--- src/sv/task_delay_tick_table_defines.svh ---
// ----------------------------------------------------------------------------
// Task delay tick table assertion macros
// Shared assertion forms for the tick table RTL.
// ----------------------------------------------------------------------------
`ifndef TASK_DELAY_TICK_TABLE_DEFINES_SVH
`define TASK_DELAY_TICK_TABLE_DEFINES_SVH

// check on every clock edge once reset has been released
`define TDTT_ASSERT(lbl, prop, msg) \
	lbl: assert property (@(posedge clk) disable iff (!arst_n) prop) else $error(msg);

// check on every clock edge, reset included
`define TDTT_ASSERT_ALWAYS(lbl, prop, msg) \
	lbl: assert property (@(posedge clk) prop) else $error(msg);

`endif

--- src/sv/tdtt_pkg.sv ---
// ----------------------------------------------------------------------------
// Task delay tick table package
// Request and result types, operation codes and the stored slot word.
// ----------------------------------------------------------------------------
package tdtt_pkg;

	typedef enum logic [1:0] {
		OP_TICK    = 2'd0,
		OP_WRITE   = 2'd1,
		OP_CONSUME = 2'd2
	} op_t;

	typedef struct packed {
		logic [1:0]  op;
		logic [2:0]  slot;
		logic        present;
		logic [15:0] first_delay;
		logic [15:0] repeat_period;
	} req_t;

	typedef struct packed {
		logic [7:0] due_mask;
		logic [7:0] pending_runs;
	} rsp_t;

	typedef struct packed {
		logic [15:0] delay;
		logic [15:0] period;
		logic [7:0]  runs;
	} slot_t;

	localparam int unsigned SLOT_W   = $bits(slot_t);
	localparam int unsigned MASK_W   = 8;
	localparam logic [7:0]  RUNS_MAX = 8'hFF;

endpackage

--- src/sv/tdtt_ram.sv ---
// ----------------------------------------------------------------------------
// Task delay tick table RAM
// Simple dual-port RAM, one write and one read port, registered read data.
// ----------------------------------------------------------------------------
module tdtt_ram #(
	parameter int unsigned WIDTH = 40,
	parameter int unsigned DEPTH = 8,
	parameter int unsigned AW    = (DEPTH > 1) ? $clog2(DEPTH) : 1
) (
	input  logic             clk,
	input  logic             wr_en,
	input  logic [AW-1:0]    wr_addr,
	input  logic [WIDTH-1:0] wr_data,
	input  logic             rd_en,
	input  logic [AW-1:0]    rd_addr,
	output logic [WIDTH-1:0] rd_data
);

	logic [WIDTH-1:0] mem_q [DEPTH];

	always_ff @(posedge clk) begin
		if (wr_en) begin
			mem_q[wr_addr] <= wr_data;
		end
		if (rd_en) begin
			rd_data <= mem_q[rd_addr];
		end
	end

endmodule

--- src/sv/task_delay_tick_table.sv ---
// ----------------------------------------------------------------------------
// Task delay tick table
// Tick: walks the slots in order, one slot per cycle through the slot RAM
// read port and the shared update unit. One request at a time.
// Write: RAM write, then ST_RESP. Consume: read, ST_CONS, then ST_RESP.
// Reset clears present and written flags at once; no clearing pass.
// ----------------------------------------------------------------------------
`include "task_delay_tick_table_defines.svh"

module task_delay_tick_table #(
	parameter int unsigned MAX_TASKS = 8
) (
	input  logic          clk,
	input  logic          arst_n,
	input  logic          req_valid,
	output logic          req_stall,
	input  tdtt_pkg::req_t req,
	output logic          rsp_valid,
	input  logic          rsp_stall,
	output tdtt_pkg::rsp_t rsp
);

	import tdtt_pkg::*;

	localparam int unsigned IDX_W = (MAX_TASKS > 1) ? $clog2(MAX_TASKS) : 1;
	localparam logic [IDX_W-1:0] LAST_IDX = IDX_W'(MAX_TASKS - 1);

	typedef enum logic [1:0] {
		ST_IDLE,
		ST_TICK,
		ST_CONS,
		ST_RESP
	} state_t;

	state_t               state_q;
	logic [IDX_W-1:0]     idx_q;
	logic [MAX_TASKS-1:0] present_q;
	logic [MAX_TASKS-1:0] written_q;
	rsp_t                 res_q;
	rsp_t                 rsp_q;
	logic                 rsp_valid_q;

	logic                 accept;
	logic                 in_range;
	logic [IDX_W-1:0]     req_addr;
	logic                 wr_en;
	logic [IDX_W-1:0]     wr_addr;
	slot_t                wr_data;
	logic                 rd_en;
	logic [IDX_W-1:0]     rd_addr;
	logic [SLOT_W-1:0]    rd_data;
	slot_t                cur;
	slot_t                upd;
	logic                 upd_due;

	tdtt_ram #(
		.WIDTH (SLOT_W),
		.DEPTH (MAX_TASKS),
		.AW    (IDX_W)
	) u_ram (
		.clk     (clk),
		.wr_en   (wr_en),
		.wr_addr (wr_addr),
		.wr_data (wr_data),
		.rd_en   (rd_en),
		.rd_addr (rd_addr),
		.rd_data (rd_data)
	);

	// shared update unit: tick step or consume step on the slot just read
	always_comb begin
		cur     = written_q[idx_q] ? slot_t'(rd_data) : '0;
		upd     = cur;
		upd_due = 1'b0;
		if (state_q == ST_CONS) begin
			if (cur.runs != 8'd0) begin
				upd.runs = cur.runs - 8'd1;
			end
		end else begin
			if (cur.delay == 16'd0) begin
				upd_due = 1'b1;
				if (cur.runs != RUNS_MAX) begin
					upd.runs = cur.runs + 8'd1;
				end
				if (cur.period != 16'd0) begin
					upd.delay = cur.period;
				end
			end else begin
				upd.delay = cur.delay - 16'd1;
			end
		end
	end

	always_comb begin
		req_stall = (state_q != ST_IDLE);
		accept    = req_valid && !req_stall;
		in_range  = (32'(req.slot) < MAX_TASKS);
		req_addr  = IDX_W'(req.slot);
		wr_en     = 1'b0;
		wr_addr   = idx_q;
		wr_data   = upd;
		rd_en     = 1'b0;
		rd_addr   = idx_q + 1'b1;
		unique case (state_q)
			ST_IDLE: begin
				if (accept) begin
					unique case (req.op)
						OP_TICK: begin
							rd_en   = 1'b1;
							rd_addr = '0;
						end
						OP_WRITE: begin
							wr_en   = in_range;
							wr_addr = req_addr;
							wr_data = req.present ?
								slot_t'({req.first_delay, req.repeat_period, 8'd0}) : '0;
						end
						OP_CONSUME: begin
							rd_en   = in_range;
							rd_addr = req_addr;
						end
						default: begin
						end
					endcase
				end
			end
			ST_TICK: begin
				wr_en = present_q[idx_q];
				rd_en = (idx_q != LAST_IDX);
			end
			ST_CONS: begin
				wr_en = 1'b1;
			end
			ST_RESP: begin
			end
			default: begin
			end
		endcase
	end

	always_ff @(posedge clk or negedge arst_n) begin
		if (!arst_n) begin
			state_q     <= ST_IDLE;
			rsp_valid_q <= 1'b0;
			present_q   <= '0;
			written_q   <= '0;
			idx_q       <= '0;
			res_q       <= '0;
			rsp_q       <= '0;
		end else begin
			if (rsp_valid_q && !rsp_stall && (state_q != ST_RESP)) begin
				rsp_valid_q <= 1'b0;
			end
			unique case (state_q)
				ST_IDLE: begin
					if (accept) begin
						res_q <= '0;
						unique case (req.op)
							OP_TICK: begin
								idx_q   <= '0;
								state_q <= ST_TICK;
							end
							OP_WRITE: begin
								if (in_range) begin
									present_q[req_addr] <= req.present;
									written_q[req_addr] <= 1'b1;
								end
								state_q <= ST_RESP;
							end
							OP_CONSUME: begin
								idx_q   <= req_addr;
								state_q <= in_range ? ST_CONS : ST_RESP;
							end
							default: begin
								state_q <= ST_RESP;
							end
						endcase
					end
				end
				ST_TICK: begin
					if (present_q[idx_q] && upd_due && (32'(idx_q) < MASK_W)) begin
						res_q.due_mask[3'(idx_q)] <= 1'b1;
					end
					if (idx_q == LAST_IDX) begin
						state_q <= ST_RESP;
					end else begin
						idx_q <= idx_q + 1'b1;
					end
				end
				ST_CONS: begin
					res_q.pending_runs <= cur.runs;
					state_q            <= ST_RESP;
				end
				ST_RESP: begin
					if (!rsp_valid_q || !rsp_stall) begin
						rsp_q       <= res_q;
						rsp_valid_q <= 1'b1;
						state_q     <= ST_IDLE;
					end
				end
				default: begin
					state_q <= ST_IDLE;
				end
			endcase
		end
	end

	assign rsp_valid = rsp_valid_q;
	assign rsp       = rsp_q;

	`TDTT_ASSERT(a_tick_walk_ends, (state_q == ST_TICK && idx_q == LAST_IDX) |=> (state_q == ST_RESP), "tick walk did not end at the last slot")
	`TDTT_ASSERT(a_no_write_in_resp, wr_en |-> (state_q != ST_RESP), "slot RAM written while holding a result")
	`TDTT_ASSERT(a_present_written, (present_q & ~written_q) == '0, "present slot never written")
	`TDTT_ASSERT(a_request_taken, (req_valid && !req_stall) |=> (state_q != ST_IDLE), "accepted request dropped")

endmodule
--- config.mk ---
export PLATFORM = sky130hd
export DESIGN_NAME = task_delay_tick_table
export DESIGN_NICKNAME = d
export VERILOG_FILES = /design/src/sv/tdtt_pkg.sv /design/src/sv/tdtt_ram.sv /design/src/sv/task_delay_tick_table.sv
export VERILOG_INCLUDE_DIRS = /design/src /design/src/sv
export SDC_FILE = /design/constraint.sdc
export NUM_CORES = 1
export LEC_CHECK = 0
export BUFFER_PORTS_ARGS = -buffer_cell sky130_fd_sc_hd__buf_2
export CAP_MARGIN = 15
export CELL_PAD_IN_SITES_DETAIL_PLACEMENT = 1
export CELL_PAD_IN_SITES_GLOBAL_PLACEMENT = 2
export CORE_UTILIZATION = 49
export CTS_CLUSTER_DIAMETER = 30
export CTS_CLUSTER_SIZE = 20
export DETAILED_ROUTE_END_ITERATION = 16
export PLACE_DENSITY_LB_ADDON = 0.1
export SYNTH_ARGS = -nofsm -noshare
export SYNTH_HDL_FRONTEND = slang
export SYNTH_SLANG_ARGS = --single-unit
--- constraint.sdc ---
create_clock -name clk -period 9.3 [get_ports clk]
set_input_delay 0 -clock clk [delete_from_list [all_inputs] [get_ports clk]]
set_output_delay 0 -clock clk [all_outputs]
set_load 0.05 [all_outputs]
==> metrics.yaml, run 1 <==
floorplan:
  design.core.area_mm2: 0.0359
  initial_core_util_pct: 50.3
  die_h_um: 194
  die_w_um: 194
  io_pins: 60
  rows: 69
  die_area_mm2: 0.0377
place:
  dpl.hpwl_um: 26500
  portBuffers: 59
  dpl-instance-area_mm2: 0.0190
  dpl.cell_count: 1666
  pre_cts_ws_ps: 4610
  place.gp.congestion: 0.804
route:
  detail-route-antenna-nets: 0
  vias: 10966
  drtPass1Iterations: 5
  via_per_inst: 5.91
  routed_wl_um: 46800
  wire_per_inst_um: 25.2
  drc: 0
  drt_iter0_drc: 566
synth:
  synth-seq-cells: 414
  synth_flop_cell: "edfxtp_1"
  syn-num-nets: 1242
  async_flop_share_pct: 13.0
  yosysUniqueCellTypes: 69
  syn-cell-area_mm2: 0.0181
  synth_edf_count: 360
  yosysWarningCount: 0
  postSynthAreaPerCell_um2: 15.2
  synthCells: 1190
  yosysSeqAreaShare_pct: 67.3
global_route:
  grt_use_total_pct: 25.3
  grt_pass1_vias: 11756
  grt_overflow: 0
  grt_max_degree: 143
  antenna_found_initial: 1
  grt_first_pass_wirelength_um: 71000
cts:
  numClockSinks: 414
  cts_buffers: 88
  cts_resized: 0
  clockBufferDepth: 3
  cts_tree: "done"
  cts-htree-levels: 3
  holdBufCountCts: 31
  post-cts-setup-buffer-count: 0
  clk-insertion-delay-late_ps: 590
  root_buffer: "clkbuf_16"
  clk_pin_slew_ps: 60
finish:
  layout.cells.non_filler: 1856
  num_antenna_cells: 0
  utilization_pct: 62.0
  syn_to_final_growth_pct: 23.2
  finalNetCount: 1378
  post-route-cell-area_mm2: 0.0223
  drive_gt1_share_pct: 22.7
timing:
  worstMarginPinSlew_ps: 1120
  tns_ps: 0
  slew_violations: 0
  min_period_ps: 4790
  hold_viol: 0
  setup_violations: 0
  whs_ps: 12.7
  fin_worst_skew_ps: 21.3
  max_freq_mhz: 209
  grt_setup_unrepaired: "no"
  finalCritPeriodShare_pct: 51.6
  worst_slack_ps: 4510
  maxSlewHeadroom_pct: 25.3
worst_setup_path:
  worstPathCellList: "nand2b_1 > o221ai_1 > or2_2 > nand2_1 > inv_1 > ha_1 > nand4_1 > nor2_1 > or3_4 > a21oi_2 > or3_1 > a21oi_1"
  r2r_slack_ps: 4510
  critical_path_class: "reg2reg"
  critical_path.startpoint: "idx_q[2]"
  reg2reg_depth: 12
  critPathSlowestCell: "dfrtp_1"
  crit_required_ps: 9580
  r2r-end: "u_ram.mem_q[7][0]"
  critPathArrivalTime_ps: 5070
  cp-endpoint: "u_ram.mem_q[7][0]"
  crit_path_max_fanout: 25
  end_kind: "flop"
  r2r_start: "idx_q[2]"
  crit_path_start_kind: "flop"
  cpPeakStageDelay_ps: 700
worst_hold_path:
  hold_path.class: "in2reg"
  min_from: "req[9]"
job:
  maxCapViolCount: 0
pwr:
  p_per_area_mw_per_mm2: 402
  design_power_total_mw: 8.95
  ir_worst_vdd_v: 0.000450
  leakagePower_nw: 8.81
run_status:
  outcome: "complete, no violations"
how the worst min path moves through the flow:
| stage | slack (ps) | depth (start not counted) | to |
|---|---|---|---|
| final | 10 | 2 | u_ram.mem_q[6][17] |
| after global placement | 170 | 2 | rsp[2] |
| after detailed placement | 170 | 2 | rsp[4] |
| after floorplan | -300 | 0 | idx_q[0] |
| after CTS | 0.9 | 2 | u_ram.mem_q[3][26] |
| after global routing | 20 | 2 | u_ram.mem_q[6][17] |
kinds of logic after synthesis:
logic type | Yosys count | share of synthesized area, %
AO/OA/AOI/OAI | 166 | 6.29
XOR/XNOR | 1 | 0.0484
adder cells (fa/ha/maj) | 10 | 0.692
buffers and inverters | 78 | 1.81
flip-flops | 414 | 67.3
multiplexers | 318 | 18.2
AND/OR/NAND/NOR | 203 | 5.69
cell usage after synthesis (all sizes together), types with 8 or more instances:
cell type  instances  area share (%)
edfxtp           360              60
mux2i            249              14
mux2              67             4.2
nand2             57             1.2
dfrtp             54             7.5
nor2              45            0.93
o21ai             45             1.2
clkbuf            39            0.81
a21oi             35            0.99
buf               27            0.75
a22o              19            0.92
nand3             17            0.47
nor3              15            0.42
inv               12            0.25
nand2b            12            0.42
nor4              12            0.45
a22oi             11            0.46
a32oi             10            0.48
ha                10            0.69
and3               8            0.28
or3                8            0.30
flip-flops by register name, indices dropped and copies added, names as in the netlist:
register / flops
res_q: 16
written_q: 8
u_ram.mem_q: 320
rsp: 16
state_q: 2
present_q: 8
rsp_valid: 1
u_ram.rd_data: 40
idx_q: 3
cell type report:
type | instances | area, µm²
Clock buffer | 110 | 2370
Clock inverter | 49 | 633
Fill cell | 3273 | 13600
Inverter | 12 | 45.0
Multi-Input combinational cell | 698 | 5700
Sequential cell | 414 | 12200
Tap cell | 461 | 577
Timing Repair Buffer | 112 | 783
per-layer routing:
layer	track usage, %	up-vias	routed length (µm)
met5	0	-	11
met4	9.76	2	1260
met3	4.87	94	2170
met2	43.4	277	23500
met1	31.6	5655	19800
li1	-	4938	-
cell usage in the layout (no fill, tap or decap), types with 17 or more instances in the layout:
master	n
a21oi_1	32
o21ai_0	40
clkbuf_16	91
nand3_1	17
nand2_1	56
a22o_1	19
dfrtp_1	54
mux2i_1	249
dlygate4sd3_1	31
mux2_2	67
buf_4	21
clkbuf_1	17
edfxtp_1	360
nor2_1	36
buf_2	59
worst max-delay path, delay by kind of cell (launching register included):
kind                     cells  cell delay, ps
AO/OA/AOI/OAI                3            1190
AND/OR/NAND/NOR              7            2200
flip-flops                   1             700
buffers and inverters        1             180
adder cells (fa/ha/maj)      1             220
power by group:
group / switching (mW) / internal [mW]
Clock: 0.966 / 2.18
Sequential: 0.292 / 2.68
Combinational: 1.72 / 1.12
Note: power is estimated with default switching activity, not from simulation.
==> inputs of run 2 (changes only) <==
Settings changed: CORE_UTILIZATION 49 to 41.
Clock period 9.3 ns to 4.1 ns, I/O delays scaled along.
==> run 2 against run 1 <==
Setup slack worse by 4300 ps. First-iteration DRC count grew 9.5%. Clock power up 120%. Sequential cell count unchanged. Critical endpoint is now u_ram.mem_q[4][32]. Clock skew barely moved. Final cell count is 9.4% higher. Largest cell class unchanged. Critical path depth is 1 lower. Power is 130% higher. Maximum frequency is 24% higher. Count of clock-buffer cells in the layout decreased by 12. Die area up 19%.
==> metrics.yaml, run 2 (synthesis gave the netlist of run 1 again) <==
cts:
  clk_pin_slew_ps: 50
  clockBufferDepth: 3
  numClockSinks: 414
  cts_tree: "done"
  post-cts-setup-buffer-count: 0
  clk-insertion-delay-late_ps: 610
  root_buffer: "clkbuf_16"
  cts_buffers: 89
  cts-htree-levels: 3
timing:
  slew_violations: 0
  tns_ps: 0
  maxSlewHeadroom_pct: 33.3
  worstMarginPinSlew_ps: 997
  finalCritPeriodShare_pct: 94.5
  grt_setup_unrepaired: "no"
  max_freq_mhz: 258
  worst_slack_ps: 226
  fin_worst_skew_ps: 20.9
  min_period_ps: 3870
  whs_ps: 41.6
  setup_violations: 0
  hold_viol: 0
floorplan:
  io_pins: 60
  die_h_um: 212
  die_w_um: 212
  design.core.area_mm2: 0.0433
  rows: 76
  die_area_mm2: 0.0449
  initial_core_util_pct: 41.8
worst_hold_path:
  hold_path.class: "in2reg"
finish:
  top_regs: "u_ram.mem_q x320, u_ram.rd_data x40"
  final_common_cell: "edfxtp_1"
  finalNetCount: 1423
  utilization_pct: 53.3
  syn_to_final_growth_pct: 27.6
  layout.cells.non_filler: 2030
  num_antenna_cells: 0
  drive_gt1_share_pct: 26.0
  mostFrequentLayoutCells: "edfxtp_1, mux2i_1, clkbuf_16"
  post-route-cell-area_mm2: 0.0231
  fillers: 4083
  regMostFlops: "u_ram.mem_q"
  largest_reg_flops: 320
route:
  wire_per_inst_um: 23.3
  via_per_inst: 5.41
  detail-route-antenna-nets: 0
  vias: 10984
  routed_wl_um: 47200
  drc: 0
  drtPass1Iterations: 5
  drt_iter0_drc: 620
pwr:
  ir_worst_vdd_v: 0.000426
  design_power_total_mw: 20.5
  leakagePower_nw: 9.08
  p_per_area_mw_per_mm2: 890
worst_setup_path:
  end_kind: "flop"
  crit_path_start_kind: "flop"
  critPathArrivalTime_ps: 4260
  critical_path.most_common_cell: "o21ai_0"
  crit_required_ps: 4490
  critPathSlowestCell: "dfrtp_1"
  critical_path_class: "reg2reg"
  worstPathCellList: "mux2_2 > o211a_1 > or2_2 > nand2_1 > ha_1 > or3b_2 > nor3_1 > o21ai_0 > a2111oi_1 > o21ai_0 > a21oi_2"
  crit_path_max_fanout: 8
  cpPeakStageDelay_ps: 470
global_route:
  grt_first_pass_wirelength_um: 71000
  grt_overflow: 0
  antenna_found_initial: 0
  grt_max_degree: 55
  grt_use_total_pct: 21.7
  grt_pass1_vias: 11541
place:
  portBuffers: 59
  dpl.hpwl_um: 28400
  dpl-instance-area_mm2: 0.0197
  pre_cts_ws_ps: 95.0
  dpl.cell_count: 1827
  place.gp.congestion: 0.821
job:
  maxCapViolCount: 0
run_status:
  outcome: "complete, no violations"
==> run 2: layer usage <==
| metal | part of all wire, % | up-vias | GRT usage, % |
|---|---|---|---|
| li1 | - | 5038 | - |
| met1 | 45 | 5639 | 28.1 |
| met2 | 50 | 249 | 36.7 |
| met3 | 3.9 | 58 | 3.69 |
| met4 | 1.7 | 0 | 7.52 |
| met5 | 0 | - | 0 |
==> run 2: layout make-up <==
type,count,area [µm²],area share [%]
Multi-Input combinational cell,698,5730,24.8
Timing Repair Buffer,156,1410,6.09
Sequential cell,414,12200,52.7
Clock buffer,98,2320,10.1
Tap cell,585,732,3.17
Inverter,12,45.0,0.195
Clock inverter,67,682,2.95
==> run 2: worst max-delay path: cells and delay by family (launching register included) <==
kind | cells | cell delay, ps
AND/OR/NAND/NOR | 4 | 1180
adder cells (fa/ha/maj) | 1 | 220
AO/OA/AOI/OAI | 5 | 1420
multiplexers | 1 | 360
flip-flops | 1 | 470
==> run 2: path summary, 6_finish.rpt <==
check                             start                  to  slack (ps)  cells past startpoint
setup / recovery               idx_q[1]  u_ram.mem_q[4][32]         230                     11
hold / removal                  req[23]  u_ram.mem_q[7][31]          40                      3
setup reg to reg               idx_q[1]  u_ram.mem_q[4][32]         230                     11
hold reg to reg            written_q[1]        written_q[1]         470                      1
max in group asynchronous        arst_n            idx_q[2]        3490                      3
min in group asynchronous        arst_n              rsp[4]          70                      3
==> run 2: power by group <==
part	internal [mW]	total, mW	switching, mW
Combinational	2.86	6.84	3.98
Clock	4.67	7.01	2.33
Sequential	6.07	6.69	0.625
Total	13.6	20.5	6.94
==> run 2: timing repair <==
| action | 4_1_cts | 5_1_grt |
|---|---|---|
| hold buffers | 38 | 0 |
| gates resized for setup | 0 | 7 |
| endpoints found under the hold margin | 298 | 0 |
| endpoints found under the setup margin | 0 | 32 |
